===== config.mk =====
export PLATFORM = sky130hd
export DESIGN_NAME = updown_counter_seven_segment_scan_flat
export DESIGN_NICKNAME = d
export VERILOG_FILES = /design/src/rtl/udss_pkg.sv /design/src/rtl/udss_if.sv /design/src/rtl/udss_phase.sv /design/src/rtl/udss_counter.sv /design/src/rtl/udss_scan.sv /design/src/rtl/updown_counter_seven_segment_scan.sv /design/src/flat_wrapper.sv
export SDC_FILE = /design/constraint.sdc
export NUM_CORES = 1
export LEC_CHECK = 0
export ABC_CLOCK_PERIOD_IN_PS = 8100
export BUFFER_PORTS_ARGS = -buffer_cell sky130_fd_sc_hd__buf_2
export CORE_MARGIN = 1.5
export CORE_UTILIZATION = 45
export CTS_CLUSTER_SIZE = 30
export DETAILED_ROUTE_END_ITERATION = 10
export PLACE_DENSITY = 0.6
export SYNTH_ARGS = -nofsm -noshare
export SYNTH_HDL_FRONTEND = slang
export SYNTH_HIERARCHICAL = 1
export SYNTH_SLANG_ARGS = --single-unit
export TNS_END_PERCENT = 20

===== constraint.sdc =====
create_clock -name clk_i -period 8.1 [get_ports clk_i]
set_input_delay 0.405 -clock clk_i [delete_from_list [all_inputs] [get_ports clk_i]]
set_output_delay 0.405 -clock clk_i [all_outputs]
set_load 0.1 [all_outputs]

===== src/rtl/udss_pkg.sv =====
// ----------------------------------------------------------------------------
// udss_pkg
// Types and constants shared by the counter and display scan blocks, and the
// segment decoder used by the scan.
// ----------------------------------------------------------------------------
package udss_pkg;

  localparam int unsigned COUNT_W  = 14;
  localparam int unsigned PERIOD_W = 16;
  localparam int unsigned SEG_W    = 7;
  localparam int unsigned ANODE_W  = 4;
  localparam int unsigned BCD_DIGITS = 4;

  typedef logic [COUNT_W-1:0]  count_t;
  typedef logic [PERIOD_W-1:0] period_t;
  typedef logic [SEG_W-1:0]    seg_t;
  typedef logic [ANODE_W-1:0]  anode_t;
  typedef logic [3:0]          digit_t;
  typedef digit_t [BCD_DIGITS-1:0] bcd_t;

  localparam count_t  COUNT_TOP        = 14'd9999;
  localparam period_t COUNT_PERIOD_RST = 16'd100;
  localparam period_t SCAN_PERIOD_RST  = 16'd200;
  localparam digit_t  DIGIT_MAX        = 4'd9;

  typedef enum logic [0:0] {
    CFG_COUNT_PERIOD = 1'b0,
    CFG_SCAN_PERIOD  = 1'b1
  } cfg_idx_e;

  typedef struct packed {
    count_t count;
    bcd_t   bcd;
  } cnt_state_t;

  function automatic seg_t seg_decode(digit_t digit);
    seg_t seg;
    unique case (digit)
      4'd0: seg = 7'h3F;
      4'd1: seg = 7'h06;
      4'd2: seg = 7'h5B;
      4'd3: seg = 7'h4F;
      4'd4: seg = 7'h66;
      4'd5: seg = 7'h6D;
      4'd6: seg = 7'h7D;
      4'd7: seg = 7'h07;
      4'd8: seg = 7'h7F;
      4'd9: seg = 7'h6F;
      default: seg = '0;
    endcase
    return seg;
  endfunction

endpackage


===== src/rtl/udss_if.sv =====
// ----------------------------------------------------------------------------
// udss_tick_if / udss_disp_if
// Valid/ready channels for the tick input and the display result.
// ----------------------------------------------------------------------------
interface udss_tick_if;
  logic valid;
  logic ready;
  logic direction_up;

  modport source (output valid, output direction_up, input ready);
  modport sink   (input valid, input direction_up, output ready);
endinterface

interface udss_disp_if;
  logic                 valid;
  logic                 ready;
  udss_pkg::anode_t     anode_select;
  udss_pkg::seg_t       segments;
  udss_pkg::count_t     count_value;

  modport source (output valid, output anode_select, output segments,
                  output count_value, input ready);
  modport sink   (input valid, input anode_select, input segments,
                  input count_value, output ready);
endinterface


===== src/rtl/udss_phase.sv =====
// ----------------------------------------------------------------------------
// udss_phase
// Tick phase that advances on each advance_i, fires on phase zero and wraps at the period.
// ----------------------------------------------------------------------------
module udss_phase (
  input  logic              clk_i,
  input  logic              rst_ni,
  input  logic              advance_i,
  input  udss_pkg::period_t period_i,
  output logic              fire_o
);

  udss_pkg::period_t phase_q, phase_d;
  logic [udss_pkg::PERIOD_W:0] phase_inc;

  assign fire_o    = (phase_q == '0);
  assign phase_inc = {1'b0, phase_q} + 17'd1;

  always_comb begin
    phase_d = phase_q;
    if (advance_i) begin
      if (phase_inc >= {1'b0, period_i}) begin
        phase_d = '0;
      end else begin
        phase_d = phase_inc[udss_pkg::PERIOD_W-1:0];
      end
    end
  end

  always_ff @(posedge clk_i or negedge rst_ni) begin
    if (!rst_ni) begin
      phase_q <= '0;
    end else begin
      phase_q <= phase_d;
    end
  end

endmodule


===== src/rtl/udss_counter.sv =====
// ----------------------------------------------------------------------------
// udss_counter
// Decimal up/down counter held both in binary and in BCD digits.
// ----------------------------------------------------------------------------
module udss_counter (
  input  logic                 clk_i,
  input  logic                 rst_ni,
  input  logic                 step_i,
  input  logic                 up_i,
  output udss_pkg::count_t     count_o,
  output udss_pkg::cnt_state_t next_o
);

  udss_pkg::cnt_state_t state_q, state_d;
  udss_pkg::bcd_t       bcd_inc, bcd_dec;
  logic                 carry;
  logic                 borrow;

  always_comb begin
    carry  = 1'b1;
    borrow = 1'b1;
    for (int i = 0; i < udss_pkg::BCD_DIGITS; i++) begin
      if (carry && state_q.bcd[i] == udss_pkg::DIGIT_MAX) begin
        bcd_inc[i] = '0;
      end else begin
        bcd_inc[i] = state_q.bcd[i] + {3'd0, carry};
        carry      = 1'b0;
      end
      if (borrow && state_q.bcd[i] == '0) begin
        bcd_dec[i] = udss_pkg::DIGIT_MAX;
      end else begin
        bcd_dec[i] = state_q.bcd[i] - {3'd0, borrow};
        borrow     = 1'b0;
      end
    end
  end

  always_comb begin
    state_d = state_q;
    if (step_i) begin
      if (up_i) begin
        if (state_q.count >= udss_pkg::COUNT_TOP) begin
          state_d.count = '0;
          state_d.bcd   = '0;
        end else begin
          state_d.count = state_q.count + 14'd1;
          state_d.bcd   = bcd_inc;
        end
      end else begin
        if (state_q.count == '0 || state_q.count > udss_pkg::COUNT_TOP) begin
          state_d.count = udss_pkg::COUNT_TOP;
          state_d.bcd   = {udss_pkg::DIGIT_MAX, udss_pkg::DIGIT_MAX,
                           udss_pkg::DIGIT_MAX, udss_pkg::DIGIT_MAX};
        end else begin
          state_d.count = state_q.count - 14'd1;
          state_d.bcd   = bcd_dec;
        end
      end
    end
  end

  always_ff @(posedge clk_i or negedge rst_ni) begin
    if (!rst_ni) begin
      state_q <= '0;
    end else begin
      state_q <= state_d;
    end
  end

  assign count_o = state_q.count;
  assign next_o  = state_d;

`ifndef NO_ASSERTIONS
  a_count_range: assert property (@(posedge clk_i) disable iff (!rst_ni)
    state_q.count <= udss_pkg::COUNT_TOP)
    else $error("counter left its decimal range");

  a_bcd_match: assert property (@(posedge clk_i) disable iff (!rst_ni)
    state_q.count == ({10'd0, state_q.bcd[3]} * 14'd1000 + {10'd0, state_q.bcd[2]} * 14'd100
                    + {10'd0, state_q.bcd[1]} * 14'd10 + {10'd0, state_q.bcd[0]}))
    else $error("BCD digits disagree with the binary count");

  a_wrap_up: assert property (@(posedge clk_i) disable iff (!rst_ni)
    step_i && up_i && state_q.count == udss_pkg::COUNT_TOP |=> state_q.count == '0)
    else $error("counter did not wrap from the top to zero");
`endif

endmodule


===== src/rtl/udss_scan.sv =====
// ----------------------------------------------------------------------------
// udss_scan
// Digit scan: steps the display position and latches anode and segments.
// ----------------------------------------------------------------------------
module udss_scan #(
  parameter int unsigned DIGIT_COUNT = 4
) (
  input  logic             clk_i,
  input  logic             rst_ni,
  input  logic             fire_i,
  input  udss_pkg::bcd_t   digits_i,
  output udss_pkg::anode_t anode_o,
  output udss_pkg::seg_t   seg_o
);

  localparam int unsigned PosW = (DIGIT_COUNT > 1) ? $clog2(DIGIT_COUNT) : 1;

  logic [PosW-1:0]  pos_q, pos_d;
  logic [2:0]       place;
  udss_pkg::digit_t digit;
  udss_pkg::anode_t anode_q, anode_d;
  udss_pkg::seg_t   seg_q, seg_d;

  always_comb begin
    place = 3'(DIGIT_COUNT - 1) - 3'(pos_q);
    digit = (place < 3'(udss_pkg::BCD_DIGITS)) ? digits_i[place[1:0]] : '0;
    pos_d   = pos_q;
    anode_d = anode_q;
    seg_d   = seg_q;
    if (fire_i) begin
      anode_d = (32'(pos_q) < udss_pkg::ANODE_W) ?
                udss_pkg::anode_t'(4'd1 << pos_q) : '0;
      seg_d   = udss_pkg::seg_decode(digit);
      pos_d   = (32'(pos_q) == DIGIT_COUNT - 1) ? '0 : pos_q + 1'b1;
    end
  end

  always_ff @(posedge clk_i or negedge rst_ni) begin
    if (!rst_ni) begin
      pos_q   <= '0;
      anode_q <= '0;
      seg_q   <= '0;
    end else begin
      pos_q   <= pos_d;
      anode_q <= anode_d;
      seg_q   <= seg_d;
    end
  end

  assign anode_o = anode_q;
  assign seg_o   = seg_q;

`ifndef NO_ASSERTIONS
  a_anode_onehot: assert property (@(posedge clk_i) disable iff (!rst_ni)
    $onehot0(anode_q))
    else $error("more than one digit enabled");

  a_seg_lit: assert property (@(posedge clk_i) disable iff (!rst_ni)
    fire_i |=> seg_q != '0)
    else $error("scan latched a blank digit");

  a_pos_range: assert property (@(posedge clk_i) disable iff (!rst_ni)
    32'(pos_q) < DIGIT_COUNT)
    else $error("scan position out of range");
`endif

endmodule


===== src/rtl/updown_counter_seven_segment_scan.sv =====
// ----------------------------------------------------------------------------
// updown_counter_seven_segment_scan
// Tick-driven decimal up/down counter with a multiplexed seven-segment scan.
// ----------------------------------------------------------------------------
// The block takes one tick per clock cycle and delivers its result in the
// cycle after the transfer, from the counter and display registers that the
// tick itself updates; a single register stage sets this rate, and a tick is
// taken whenever the result register is empty or being read in the same cycle.
// ----------------------------------------------------------------------------
module updown_counter_seven_segment_scan #(
  parameter int unsigned DIGIT_COUNT = 4
) (
  input  logic                 clk_i,
  input  logic                 rst_ni,
  input  logic                 cfg_we_i,
  input  logic [0:0]           cfg_idx_i,
  input  logic [15:0]          cfg_wdata_i,
  udss_tick_if.sink            tick_i,
  udss_disp_if.source          disp_o
);

  udss_pkg::period_t    count_period_q, scan_period_q;
  logic                 out_valid_q, out_valid_d;
  logic                 accept;
  logic                 count_fire, scan_fire;
  udss_pkg::cnt_state_t cnt_next;
  udss_pkg::count_t     count;
  udss_pkg::anode_t     anode;
  udss_pkg::seg_t       seg;

  assign tick_i.ready = !out_valid_q || disp_o.ready;
  assign accept       = tick_i.valid && tick_i.ready;

  always_ff @(posedge clk_i or negedge rst_ni) begin
    if (!rst_ni) begin
      count_period_q <= udss_pkg::COUNT_PERIOD_RST;
      scan_period_q  <= udss_pkg::SCAN_PERIOD_RST;
    end else if (cfg_we_i) begin
      unique case (udss_pkg::cfg_idx_e'(cfg_idx_i))
        udss_pkg::CFG_COUNT_PERIOD: count_period_q <= cfg_wdata_i;
        udss_pkg::CFG_SCAN_PERIOD:  scan_period_q  <= cfg_wdata_i;
        default: ;
      endcase
    end
  end

  udss_phase u_count_phase (
    .clk_i     (clk_i),
    .rst_ni    (rst_ni),
    .advance_i (accept),
    .period_i  (count_period_q),
    .fire_o    (count_fire)
  );

  udss_phase u_scan_phase (
    .clk_i     (clk_i),
    .rst_ni    (rst_ni),
    .advance_i (accept),
    .period_i  (scan_period_q),
    .fire_o    (scan_fire)
  );

  udss_counter u_counter (
    .clk_i   (clk_i),
    .rst_ni  (rst_ni),
    .step_i  (accept && count_fire),
    .up_i    (tick_i.direction_up),
    .count_o (count),
    .next_o  (cnt_next)
  );

  udss_scan #(
    .DIGIT_COUNT (DIGIT_COUNT)
  ) u_scan (
    .clk_i    (clk_i),
    .rst_ni   (rst_ni),
    .fire_i   (accept && scan_fire),
    .digits_i (cnt_next.bcd),
    .anode_o  (anode),
    .seg_o    (seg)
  );

  always_comb begin
    out_valid_d = out_valid_q;
    if (accept) begin
      out_valid_d = 1'b1;
    end else if (disp_o.ready) begin
      out_valid_d = 1'b0;
    end
  end

  always_ff @(posedge clk_i or negedge rst_ni) begin
    if (!rst_ni) begin
      out_valid_q <= 1'b0;
    end else begin
      out_valid_q <= out_valid_d;
    end
  end

  assign disp_o.valid        = out_valid_q;
  assign disp_o.anode_select = anode;
  assign disp_o.segments     = seg;
  assign disp_o.count_value  = count;

endmodule


===== src/flat_wrapper.sv =====
// flat-port wrapper written by rule: the top's interface ports become plain ports
module updown_counter_seven_segment_scan_flat 
#(
  parameter int unsigned DIGIT_COUNT = 4
)
  (clk_i, rst_ni, cfg_we_i, cfg_idx_i, cfg_wdata_i, tick_i_valid, tick_i_direction_up, tick_i_ready, disp_o_valid, disp_o_anode_select, disp_o_segments, disp_o_count_value, disp_o_ready);
  udss_tick_if tick_i_i ();
  udss_disp_if disp_o_i ();
  input  logic clk_i;
  input  logic rst_ni;
  input  logic cfg_we_i;
  input  logic [0:0] cfg_idx_i;
  input  logic [15:0] cfg_wdata_i;
  input wire logic [$bits(tick_i_i.valid)-1:0] tick_i_valid;
  input wire logic [$bits(tick_i_i.direction_up)-1:0] tick_i_direction_up;
  output wire logic [$bits(tick_i_i.ready)-1:0] tick_i_ready;
  output wire logic [$bits(disp_o_i.valid)-1:0] disp_o_valid;
  output wire logic [$bits(disp_o_i.anode_select)-1:0] disp_o_anode_select;
  output wire logic [$bits(disp_o_i.segments)-1:0] disp_o_segments;
  output wire logic [$bits(disp_o_i.count_value)-1:0] disp_o_count_value;
  input wire logic [$bits(disp_o_i.ready)-1:0] disp_o_ready;
  assign tick_i_i.valid = tick_i_valid;
  assign tick_i_i.direction_up = tick_i_direction_up;
  assign tick_i_ready = tick_i_i.ready;
  assign disp_o_valid = disp_o_i.valid;
  assign disp_o_anode_select = disp_o_i.anode_select;
  assign disp_o_segments = disp_o_i.segments;
  assign disp_o_count_value = disp_o_i.count_value;
  assign disp_o_i.ready = disp_o_ready;
  updown_counter_seven_segment_scan #(.DIGIT_COUNT(DIGIT_COUNT)) u_core (.clk_i(clk_i), .rst_ni(rst_ni), .cfg_we_i(cfg_we_i), .cfg_idx_i(cfg_idx_i), .cfg_wdata_i(cfg_wdata_i), .tick_i(tick_i_i), .disp_o(disp_o_i));
endmodule

==> flow_metrics.tcl, run 1 <==
set metrics [dict create \
    grt_setup_unrepaired "no" \
    seq_area_frac_synth_pct 33.0 \
    layoutNonFillerInstCount 1080 \
    layout_common_cells "sky130_fd_sc_hd__dfrtp_1 (102), sky130_fd_sc_hd__inv_1 (86), sky130_fd_sc_hd__ha_1 (64)" \
    drc_marker_count_from_the_first_detailed_route_iteration 419 \
    num-fill-cells 1711 \
    cts_tree "built" \
    postSynth.asyncResetShare_pct 100 \
    detailed_route_drc_error_count 0 \
    max-slew-margin-rel_pct 33.6 \
    cts_htree_levels 3 \
    peakVddDrop_mv 0.137 \
    grt_pass1_wl_mm 32.0 \
    wp_data_arrival_ns 4.61 \
    timing.critical_path.buf_inv 3 \
    sw_frac_of_total_pct 36.5 \
    worstMarginPinSlew_ns 0.995 \
    synth_flop_cell "sky130_fd_sc_hd__dfrtp_1" \
    wire_per_inst_um 17.7 \
    global_route.overflow_total 0 \
    critical_path.endpoint_type "register" \
    maximum_number_of_pins_on_one_net_before_global_route_repair 67 \
    antenna_violations_before_repair 1 \
    synth.top_cell.area_share_pct 31.1 \
    firstDrtPassIters 5 \
    numClockSinks 108 \
    clock_skew_ns 0.00604 \
    cts_hold_buf 0 \
    fp.dieArea_sq_um 19100 \
    fmax_mhz 229 \
    count_of_flip_flops_with_a_built_in_enable_after_synthesis 0 \
    synth.ff_latch_count 108 \
    finish_stage_setup_viols 0 \
    post_synth_inst_count 842 \
    synthesis.area_sq_um 8220 \
    cts_made_buffers 9 \
    design_area_sq_um 8590 \
    first_global_vias 6166 \
    cp_cell_sequence "inv_1, ha_1, nor4b_1, and4_1, and3_1, buf_4, inv_1, nor2_1, and4_1, a311o_1, mux4_2, or4b_4, o311ai_1" \
    antenna_cells 0 \
    finalCritPeriodShare_pct 53.8 \
    root_driver "sky130_fd_sc_hd__clkbuf_16" \
    ctsLongestPathBuffers 2 \
    areaGrowthSynthToFinish_pct 4.60 \
    placed_cells_incl_taps 1064 \
    timing.setup.critical_path_class "reg -> reg" \
    int_pwr_mw 1.04 \
    route.vias.total 6372 \
    synth_cell_types 98 \
    std_cell_rows 49 \
    dpl.hpwl_mm 13.7 \
    power_frac_seq_pct 42.5 \
    fin_worst_hold_slack_ns 0.0326 \
    worst_setup_path_start_kind "register" \
    drt-total-wl_mm 19.1 \
    time_the_worst_path_needs_with_i_o_delays_and_setup_ns 4.36 \
    hold_path_class "in -> async" \
    layout.cells.most_common "sky130_fd_sc_hd__dfrtp_1" \
    cellPowerDensity_nw_per_um2 190 \
    critical-path-top-delay-family "simple AND/OR/NAND/NOR gates" \
    yosys-top-cells-area "sky130_fd_sc_hd__dfrtp_1 (31%), sky130_fd_sc_hd__ha_1 (9.7%), sky130_fd_sc_hd__inv_1 (3.9%), sky130_fd_sc_hd__mux2_2 (3.8%), sky130_fd_sc_hd__nand2_1 (2.4%)" \
    ys_warn_count 6 \
    placed_area_sq_um 8320 \
    top_ports 50 \
    track_usage_pct 20.4 \
    drt-vias-per-instance 5.90 \
    hold_viol_final 0 \
    maxCapViolations 0 \
    max_stage_delay_ns 0.61 \
    gp_routability_congestion 0.871 \
    cts.repair.resized 0 \
    maxSlewViolCount 0 \
    totalNegativeSetupSlack_ns 0 \
    post_route_cells_drive_above_1_share_pct 19.9 \
    worst_ep_required_time_ns 8.35 \
    die_w_um 138 \
    p_switching_mw 0.595 \
    port_buffers 49 \
    cts_post_setup_buffers_inserted 0 \
    nets 933 \
    largest_fanout_on_the_critical_path 31 \
    drt.antenna.violating_nets 0 \
    synth_top_area_cell "sky130_fd_sc_hd__dfrtp_1" \
    power.combinational.fraction_pct 31.1 \
    cpMaxStageDelayCell "sky130_fd_sc_hd__inv_1" \
    clk_pin_slew_ns 0.07 \
    syn_nets 929 \
    initial_utilization_pct 45.9 \
    share_clk_of_total_power_pct 26.4 \
    die_extent_in_y_um 138 \
    core-area_sq_um 17900 \
    clk-insertion-delay-late_ns 0.36 \
    synth_area_per_cell_sq_um 9.76 \
    status "finished clean" \
    p_leak_nw 3.80 \
]
[worst reg2reg max path, stage by stage (launching register included)]
cell                       delay (ns)
sky130_fd_sc_hd__dfrtp_1         0.42
sky130_fd_sc_hd__inv_1           0.10
sky130_fd_sc_hd__ha_1            0.20
sky130_fd_sc_hd__nor4b_1         0.14
sky130_fd_sc_hd__and4_1          0.18
sky130_fd_sc_hd__and3_1          0.16
sky130_fd_sc_hd__buf_4           0.23
sky130_fd_sc_hd__inv_1           0.62
sky130_fd_sc_hd__nor2_1          0.33
sky130_fd_sc_hd__and4_1          0.29
sky130_fd_sc_hd__a311o_1         0.33
sky130_fd_sc_hd__mux4_2          0.60
sky130_fd_sc_hd__or4b_4          0.56
sky130_fd_sc_hd__o311ai_1        0.11
[routing by layer]
| layer | up-vias | global-route usage, % | part of all wire (%) |
|---|---|---|---|
| met2 | 151 | 32.5 | 47 |
| met3 | 24 | 3.67 | 4.6 |
| li1 | 3084 | - | - |
| met5 | - | 0 | 0.068 |
| met1 | 3111 | 28.5 | 47 |
| met4 | 2 | 5.87 | 1.5 |
[Yosys cell counts, types with 8 or more instances]
master                      number
sky130_fd_sc_hd__o2bb2ai_1      12
sky130_fd_sc_hd__inv_1          86
sky130_fd_sc_hd__mux2_2         28
sky130_fd_sc_hd__o21ai_0        30
sky130_fd_sc_hd__buf_6           8
sky130_fd_sc_hd__mux2_4         10
sky130_fd_sc_hd__clkbuf_8        9
sky130_fd_sc_hd__o22ai_1        18
sky130_fd_sc_hd__ha_1           64
sky130_fd_sc_hd__and4_1          9
sky130_fd_sc_hd__nand4_1        12
sky130_fd_sc_hd__clkbuf_1       19
sky130_fd_sc_hd__buf_4          16
sky130_fd_sc_hd__a21oi_1        26
sky130_fd_sc_hd__nor4_1         15
sky130_fd_sc_hd__dfrtp_1       102
sky130_fd_sc_hd__nand3_1        30
sky130_fd_sc_hd__nand2_1        52
sky130_fd_sc_hd__xor2_1          9
sky130_fd_sc_hd__a31oi_1        12
sky130_fd_sc_hd__nor3_1         28
sky130_fd_sc_hd__xnor2_1        22
sky130_fd_sc_hd__nor2_1         39
[worst paths after layout]
kind / depth (start not counted) / start / endpoint / slack [ns]
worst max-delay path: 13 / u_core/u_count_phase/phase_q[0] / u_core/u_scan/seg_o[2] / 3.74
worst min-delay path: 1 / rst_ni / u_core/u_counter/count_o[13] / 0.03
worst max register to register: 13 / u_core/u_count_phase/phase_q[0] / u_core/u_scan/seg_o[2] / 3.74
worst min register to register: 1 / u_core/u_scan/anode_o[2] / u_core/u_scan/anode_o[2] / 0.51
max in group asynchronous: 2 / rst_ni / u_core/scan_period_q[0] / 6.79
min in group clk_i: 2 / cfg_wdata_i[3] / u_core/count_period_q[3] / 0.29
[through the flow]
stage / util (%) / total power [mW] / setup WS, ns
final: 48.0 / 1.63 / 3.74
after global routing: 48.0 / 1.75 / 3.53
after CTS: 48.0 / 1.65 / 3.77
after detailed placement: 46.4 / 1.21 / 3.80
after global placement: 46.4 / 1.21 / 3.90
after floorplan: - / 1.09 / 3.79
[registers in the layout, summed over array words and instances (netlist names)]
signal                        cells
u_core/u_counter/count_o         14
u_core/scan_period_q             16
u_core/u_scan_phase/phase_q      16
u_core/u_count_phase/phase_q     16
u_core/u_scan/pos_q               2
u_core/u_counter/state_q         16
u_core/u_scan/seg_o               7
u_core/u_scan/anode_o             4
u_core/count_period_q            16
u_core/disp_o.valid               1
[area by class of cell]
class	instances	area (sq um)	area share (%)
inverter	86	323	3.76
tap	229	287	3.33
timing repair buffer	52	270	3.15
sequential	108	2710	31.5
clock inverter	5	35.0	0.408
multi-input combinational	589	4730	55.0
clock buffer	11	243	2.82
[kinds of logic (layout without fill, tap and decap cells)]
| logic type | count (synthesis) | in the layout | share of synthesized area [%] |
|---|---|---|---|
| simple gates | 263 | 263 | 19.5 |
| compound gates | 178 | 178 | 16.5 |
| buf+inv | 145 | 154 | 9.49 |
| flops | 108 | 108 | 33.0 |
| fa+ha+maj | 64 | 64 | 9.75 |
| mux | 49 | 49 | 7.66 |
| xor+xnor | 35 | 35 | 4.10 |
[power groups by stage]
| stage | Sequential [mW] | Combinational (mW) | Clock (mW) |
|---|---|---|---|
| floorplan | 0.703 | 0.389 | 0 |
| global placement | 0.703 | 0.506 | 0 |
| detailed placement | 0.703 | 0.510 | 0 |
| finish | 0.694 | 0.508 | 0.431 |
| CTS | 0.693 | 0.514 | 0.447 |
| global route | 0.707 | 0.578 | 0.464 |
Power figures use the tool's default switching activity.
==> run 2, diff against run 1 <==
--- a/config.mk
+++ b/config.mk
@@ -5,13 +5,13 @@
 export SDC_FILE = /design/constraint.sdc
 export NUM_CORES = 1
 export LEC_CHECK = 0
-export ABC_CLOCK_PERIOD_IN_PS = 8100
+export ABC_CLOCK_PERIOD_IN_PS = 3700
 export BUFFER_PORTS_ARGS = -buffer_cell sky130_fd_sc_hd__buf_2
 export CORE_MARGIN = 1.5
 export CORE_UTILIZATION = 45
 export CTS_CLUSTER_SIZE = 30
 export DETAILED_ROUTE_END_ITERATION = 10
-export PLACE_DENSITY = 0.6
+export PLACE_DENSITY = 0.62
 export SYNTH_ARGS = -nofsm -noshare
 export SYNTH_HDL_FRONTEND = slang
 export SYNTH_HIERARCHICAL = 1
==> constraint.sdc (replaced) <==
create_clock -name clk_i -period 3.7 [get_ports clk_i]
set_input_delay 0.185 -clock clk_i [delete_from_list [all_inputs] [get_ports clk_i]]
set_output_delay 0.185 -clock clk_i [all_outputs]
set_load 0.1 [all_outputs]
==> run 2 against run 1 <==
Net effect: the flow now finishes with violations (negative hold slack); sequential share of layout area shrank 1.5 points; die area is the same; final cell count grew 4.5%; register-to-register slack lost 3.6 ns; wire length increased by 2.6%; critical path type unchanged.
==> flow_metrics.tcl, run 2 (synthesis results as in run 1) <==
set metrics [dict create \
    status "complete, but fails checks" \
    violations "negative hold slack" \
    timing.setup.critical_path_class "reg -> reg" \
    detailed_route_drc_error_count 0 \
    largest_fanout_on_the_critical_path 5 \
    worst-r2r-cell-count 15 \
    port_buffers 49 \
    numClockSinks 108 \
    root_driver "sky130_fd_sc_hd__clkbuf_16" \
    wp_data_arrival_ns 3.81 \
    sw_frac_of_total_pct 35.7 \
    areaGrowthSynthToFinish_pct 9.85 \
    nets 982 \
    drt-total-wl_mm 19.6 \
    fmax_mhz 282 \
    grt_pass1_wl_mm 33.0 \
    post_route_cells_drive_above_1_share_pct 25.2 \
    die_extent_in_y_um 138 \
    firstDrtPassIters 5 \
    cellPowerDensity_nw_per_um2 405 \
    time_the_worst_path_needs_with_i_o_delays_and_setup_ns 3.55 \
    antenna_cells 0 \
    core-area_sq_um 17900 \
    cts_tree "built" \
    std_cell_rows 49 \
    maxCapViolations 0 \
    design_area_sq_um 9020 \
    reg2reg_slack_ns 0.15 \
    clk-insertion-delay-late_ns 0.36 \
    share_clk_of_total_power_pct 26.3 \
    crit_path_end "u_core/u_scan/seg_o[2]" \
    initial_utilization_pct 45.9 \
    maximum_number_of_pins_on_one_net_before_global_route_repair 72 \
    finalCoreUtilization_pct 50.4 \
    layout.cells.most_common "sky130_fd_sc_hd__dfrtp_1" \
    layoutNonFillerInstCount 1129 \
    p_switching_mw 1.30 \
    antenna_violations_before_repair 0 \
    finalCritPeriodShare_pct 96.0 \
    worst_r2r_endpoint "u_core/u_scan/seg_o[2]" \
    hold_path_class "in -> async" \
    layout_common_cells "sky130_fd_sc_hd__dfrtp_1 (101), sky130_fd_sc_hd__inv_1 (85), sky130_fd_sc_hd__ha_1 (64)" \
    cts_made_buffers 9 \
    top_ports 50 \
    num-fill-cells 1692 \
    p_leak_nw 4.06 \
    int_pwr_mw 2.35 \
    totalNegativeSetupSlack_ns 0 \
    first_global_vias 6302 \
    critical_path.reg2reg.startpoint "u_core/u_counter/state_q[1]" \
    route.vias.total 6559 \
    ctsLongestPathBuffers 2 \
    die_w_um 138 \
    clk_pin_slew_ns 0.08 \
    global_route.overflow_total 0 \
    cts_htree_levels 3 \
    worstMarginPinSlew_ns 0.939 \
    gp_routability_congestion 0.892 \
    worst_setup_path_start_kind "register" \
    postLayoutSetupSlackWorst_ns 0.148 \
    power_frac_seq_pct 40.9 \
    placed_area_sq_um 8670 \
    finish_stage_setup_viols 0 \
    peakVddDrop_mv 0.252 \
    placed_cells_incl_taps 1107 \
    fin_worst_hold_slack_ns -0.0508 \
    cts_hold_buf 0 \
    hold_viol_final 35 \
    power.combinational.fraction_pct 32.8 \
    drt-vias-per-instance 5.81 \
    fp.dieArea_sq_um 19100 \
    wire_per_inst_um 17.4 \
    critical_path.endpoint_type "register" \
    max-slew-margin-rel_pct 37.4 \
    dpl.hpwl_mm 14.5 \
    worstSetupStartpoint "u_core/u_counter/state_q[1]" \
    grt_setup_unrepaired "yes" \
    report.power.total_mw 3.65 \
    maxSlewViolCount 0 \
    pre_cts_slack_ns 0.0947 \
    clock_skew_ns 0.0199 \
    drc_marker_count_from_the_first_detailed_route_iteration 472 \
    track_usage_pct 21.0 \
    worst_ep_required_time_ns 3.95 \
    drt.antenna.violating_nets 0 \
]
[run 2: area by class of cell]
cell class / instances / area, sq um / share of cell area, %
Multi-Input combinational cell: 589 / 4750 / 52.6
Sequential cell: 108 / 2710 / 30.0
Timing Repair Buffer: 101 / 663 / 7.35
Inverter: 86 / 323 / 3.58
Tap cell: 229 / 287 / 3.17
Clock buffer: 13 / 270 / 2.99
Clock inverter: 3 / 21.3 / 0.236
[run 2: power groups by stage]
stage | clock network, mW | logic (mW) | registers (mW)
floorplan | 0 | 0.851 | 1.54
detailed placement | 0 | 1.19 | 1.51
finish | 0.960 | 1.20 | 1.49
CTS | 0.990 | 1.20 | 1.49
global route | 1.04 | 1.35 | 1.52
global placement | 0 | 1.18 | 1.51
[run 2: layer usage]
layer	GRT usage, %	vias to the layer above	part of all wire [%]
met2	33.4	186	47
met1	29.4	3158	47
li1	-	3180	-
met5	0	-	0
met3	3.91	35	4.7
met4	5.76	0	1.8
[run 2: worst min-delay path by stage]
stage | end | slack (ns) | depth (start not counted)
2_1_floorplan | u_core/count_period_q[0] | -0.11 | 0
4_1_cts | u_core/u_counter/count_o[11] | 0.008 | 1
3_5_place_dp | u_core/u_counter/count_o[11] | 0.41 | 1
5_1_grt | u_core/u_counter/count_o[12] | 0.04 | 1
3_3_place_gp | u_core/u_counter/count_o[11] | 0.41 | 1
6_report | u_core/u_counter/count_o[12] | -0.05 | 1
[run 2: critical path: stages, from the launching register on]
cell	delay, ns
sky130_fd_sc_hd__dfrtp_1	0.40
sky130_fd_sc_hd__inv_1	0.10
sky130_fd_sc_hd__ha_1	0.16
sky130_fd_sc_hd__nor3b_2	0.20
sky130_fd_sc_hd__nand2_1	0.11
sky130_fd_sc_hd__inv_1	0.10
sky130_fd_sc_hd__nand2_1	0.12
sky130_fd_sc_hd__inv_2	0.12
sky130_fd_sc_hd__ha_1	0.18
sky130_fd_sc_hd__ha_1	0.16
sky130_fd_sc_hd__nor4_1	0.05
sky130_fd_sc_hd__o31a_1	0.28
sky130_fd_sc_hd__a311o_1	0.29
sky130_fd_sc_hd__mux4_2	0.53
sky130_fd_sc_hd__or4b_4	0.55
sky130_fd_sc_hd__o311ai_1	0.10
[run 2: repair_timing]
action | in CTS | in global routing
gates resized for setup | 0 | 10
endpoints found under the hold margin | 0 | 0
endpoints found under the setup margin | 0 | 7
buffers inserted | 0 | 6
==> run 3, diff against run 2 <==
--- a/config.mk
+++ b/config.mk
@@ -8,10 +8,11 @@
 export ABC_CLOCK_PERIOD_IN_PS = 3700
 export BUFFER_PORTS_ARGS = -buffer_cell sky130_fd_sc_hd__buf_2
 export CORE_MARGIN = 1.5
-export CORE_UTILIZATION = 45
+export CORE_UTILIZATION = 56
+export CTS_CLUSTER_DIAMETER = 60
 export CTS_CLUSTER_SIZE = 30
 export DETAILED_ROUTE_END_ITERATION = 10
-export PLACE_DENSITY = 0.62
+export PLACE_DENSITY = 0.75
 export SYNTH_ARGS = -nofsm -noshare
 export SYNTH_HDL_FRONTEND = slang
 export SYNTH_HIERARCHICAL = 1
==> run 3 against run 2 <==
Net effect: utilization up 12 points; worst hold slack better by 0.12 ns; clock skew is 0.011 ns lower; die area shrank 19%; clock-buffer cell count shrank 1; non-clock buffer count increased by 3; wire length up 1.9%; via count rose by 3.1%; fmax fell by 0.64%; critical path depth fell by 5; the run now ends clean.
==> flow_metrics.tcl, run 3 (synthesis results as in run 1) <==
set metrics [dict create \
    finalCritPeriodShare_pct 96.6 \
    wp_data_arrival_ns 3.83 \
    drc_marker_count_from_the_first_detailed_route_iteration 545 \
    time_the_worst_path_needs_with_i_o_delays_and_setup_ns 3.57 \
    worstHoldStart "cfg_wdata_i[1]" \
    max_stage_delay_ns 0.59 \
    ctsLongestPathBuffers 2 \
    clk_pin_slew_ns 0.08 \
    min_delay_worst_endpoint "u_core/count_period_q[1]" \
    root_driver "sky130_fd_sc_hd__clkbuf_16" \
    timing.hold.worst_path_depth 2 \
    numClockSinks 108 \
    layout.cells.most_common "sky130_fd_sc_hd__dfrtp_1" \
    hold_viol_final 0 \
    hold_path_class "in -> reg" \
    maximum_number_of_pins_on_one_net_before_global_route_repair 61 \
    critical_path.reg2reg.startpoint "u_core/u_counter/state_q[6]" \
    top_ports 50 \
    placed_area_sq_um 8590 \
    critical_path.endpoint_type "register" \
    fp.dieArea_sq_um 15400 \
    p_leak_nw 4.08 \
    finalCoreUtilization_pct 62.4 \
    cpMaxStageDelayCell "sky130_fd_sc_hd__or4bb_4" \
    die_extent_in_y_um 124 \
    post_route_cells_drive_above_1_share_pct 25.7 \
    nets 985 \
    detailed_route_drc_error_count 0 \
    fin_worst_hold_slack_ns 0.0693 \
    cts_tree "built" \
    worstMarginPinSlew_ns 0.974 \
    largest_fanout_on_the_critical_path 8 \
    std_cell_rows 44 \
    initial_utilization_pct 57.0 \
    core-area_sq_um 14400 \
    max-slew-margin-rel_pct 35.1 \
    design_area_sq_um 9000 \
    antenna_violations_before_repair 0 \
    postLayoutSetupSlackWorst_ns 0.125 \
    drt.antenna.violating_nets 0 \
    timing.setup.critical_path_class "reg -> reg" \
    worst_ep_required_time_ns 3.95 \
    layout_common_cells "sky130_fd_sc_hd__dfrtp_1 (101), sky130_fd_sc_hd__inv_1 (83), sky130_fd_sc_hd__ha_1 (64)" \
    cts_made_buffers 9 \
    cts_htree_levels 3 \
    worst-r2r-cell-count 10 \
    cellPowerDensity_nw_per_um2 414 \
    drt-vias-per-instance 6.22 \
    cp_cell_sequence "or4bb_4, nor3_4, ha_1, ha_1, nor3_1, o31a_1, a311o_1, mux4_2, or4b_4, o311ai_1" \
    port_buffers 49 \
    maxCapViolations 0 \
    drt-total-wl_mm 20.0 \
    first_global_vias 6410 \
    finish_stage_setup_viols 0 \
    reg2reg_slack_ns 0.13 \
    areaGrowthSynthToFinish_pct 9.59 \
    grt_pass1_wl_mm 32.2 \
    report.power.total_mw 3.72 \
    critical_path.most_common_cell "sky130_fd_sc_hd__ha_1" \
    worst_r2r_endpoint "u_core/u_scan/seg_o[2]" \
    maxSlewViolCount 0 \
    dpl.hpwl_mm 14.5 \
    track_usage_pct 26.8 \
    route.vias.total 6763 \
    wire_per_inst_um 18.4 \
    fmax_mhz 280 \
    status "finished clean" \
    pre_cts_slack_ns 0.0217 \
    global_route.overflow_total 0 \
    die_w_um 124 \
    clock_skew_ns 0.00881 \
    peakVddDrop_mv 0.334 \
    firstDrtPassIters 5 \
    clk-insertion-delay-late_ns 0.36 \
    gp_routability_congestion 0.951 \
    worst_setup_path_start_kind "register" \
]
[run 3: metrics by stage]
stage                     cells  setup TNS (ns)
after global routing       1087         -0.0274
after detailed placement   1063               0
after global placement     1063               0
after CTS                  1082               0
final                      1088               0
after floorplan             842               0
[run 3: power by group]
group	switching [mW]	internal [mW]
clock network	0.464	0.550
registers	0.164	1.34
logic	0.708	0.500
[run 3: cell type report]
class	instances	area, sq um
Antenna cell	1	2.50
Clock buffer	12	246
Clock inverter	4	55.1
Fill cell	1191	5420
Inverter	86	327
Multi-Input combinational cell	589	4770
Sequential cell	108	2710
Tap cell	184	230
Timing Repair Buffer	104	663
[run 3: how the worst max path moves through the flow]
stage | from | slack (ns) | end
after floorplan | u_core/disp_o.valid | 0.13 | u_core/u_scan/seg_o[2]
after global placement | u_core/u_counter/state_q[1] | 0.17 | u_core/u_scan/seg_o[2]
after detailed placement | u_core/u_counter/state_q[1] | 0.02 | u_core/u_scan/seg_o[2]
after CTS | u_core/u_counter/state_q[1] | 0.02 | u_core/u_scan/seg_o[4]
after global routing | u_core/u_counter/state_q[1] | -0.03 | u_core/u_scan/seg_o[2]
final | u_core/u_counter/state_q[6] | 0.13 | u_core/u_scan/seg_o[2]
[run 3: routing by layer]
layer  part of all wire (%)  GRT usage [%]  vias to the layer above
li1                       -              -                     3202
met1                     44           35.2                     3255
met5                      0              0                        -
met2                     48           43.4                      256
met4                    2.7           9.38                        0
met3                    6.1           6.41                       50
[run 3: worst max-delay path, delay by kind of cell, from the launching register on]
family	cells	cell delay, ns
fa+ha+maj	2	0.39
simple gates	4	1.44
mux	1	0.52
compound gates	3	0.66
flops	1	0.46
[run 3: what timing repair did]
action	in CTS	in global routing
hold buffers	1	0
endpoints found under the setup margin	1	7
pin swaps	0	2
gates resized for setup	0	15
hold endpoints to repair	57	0
setup buffers	2	5
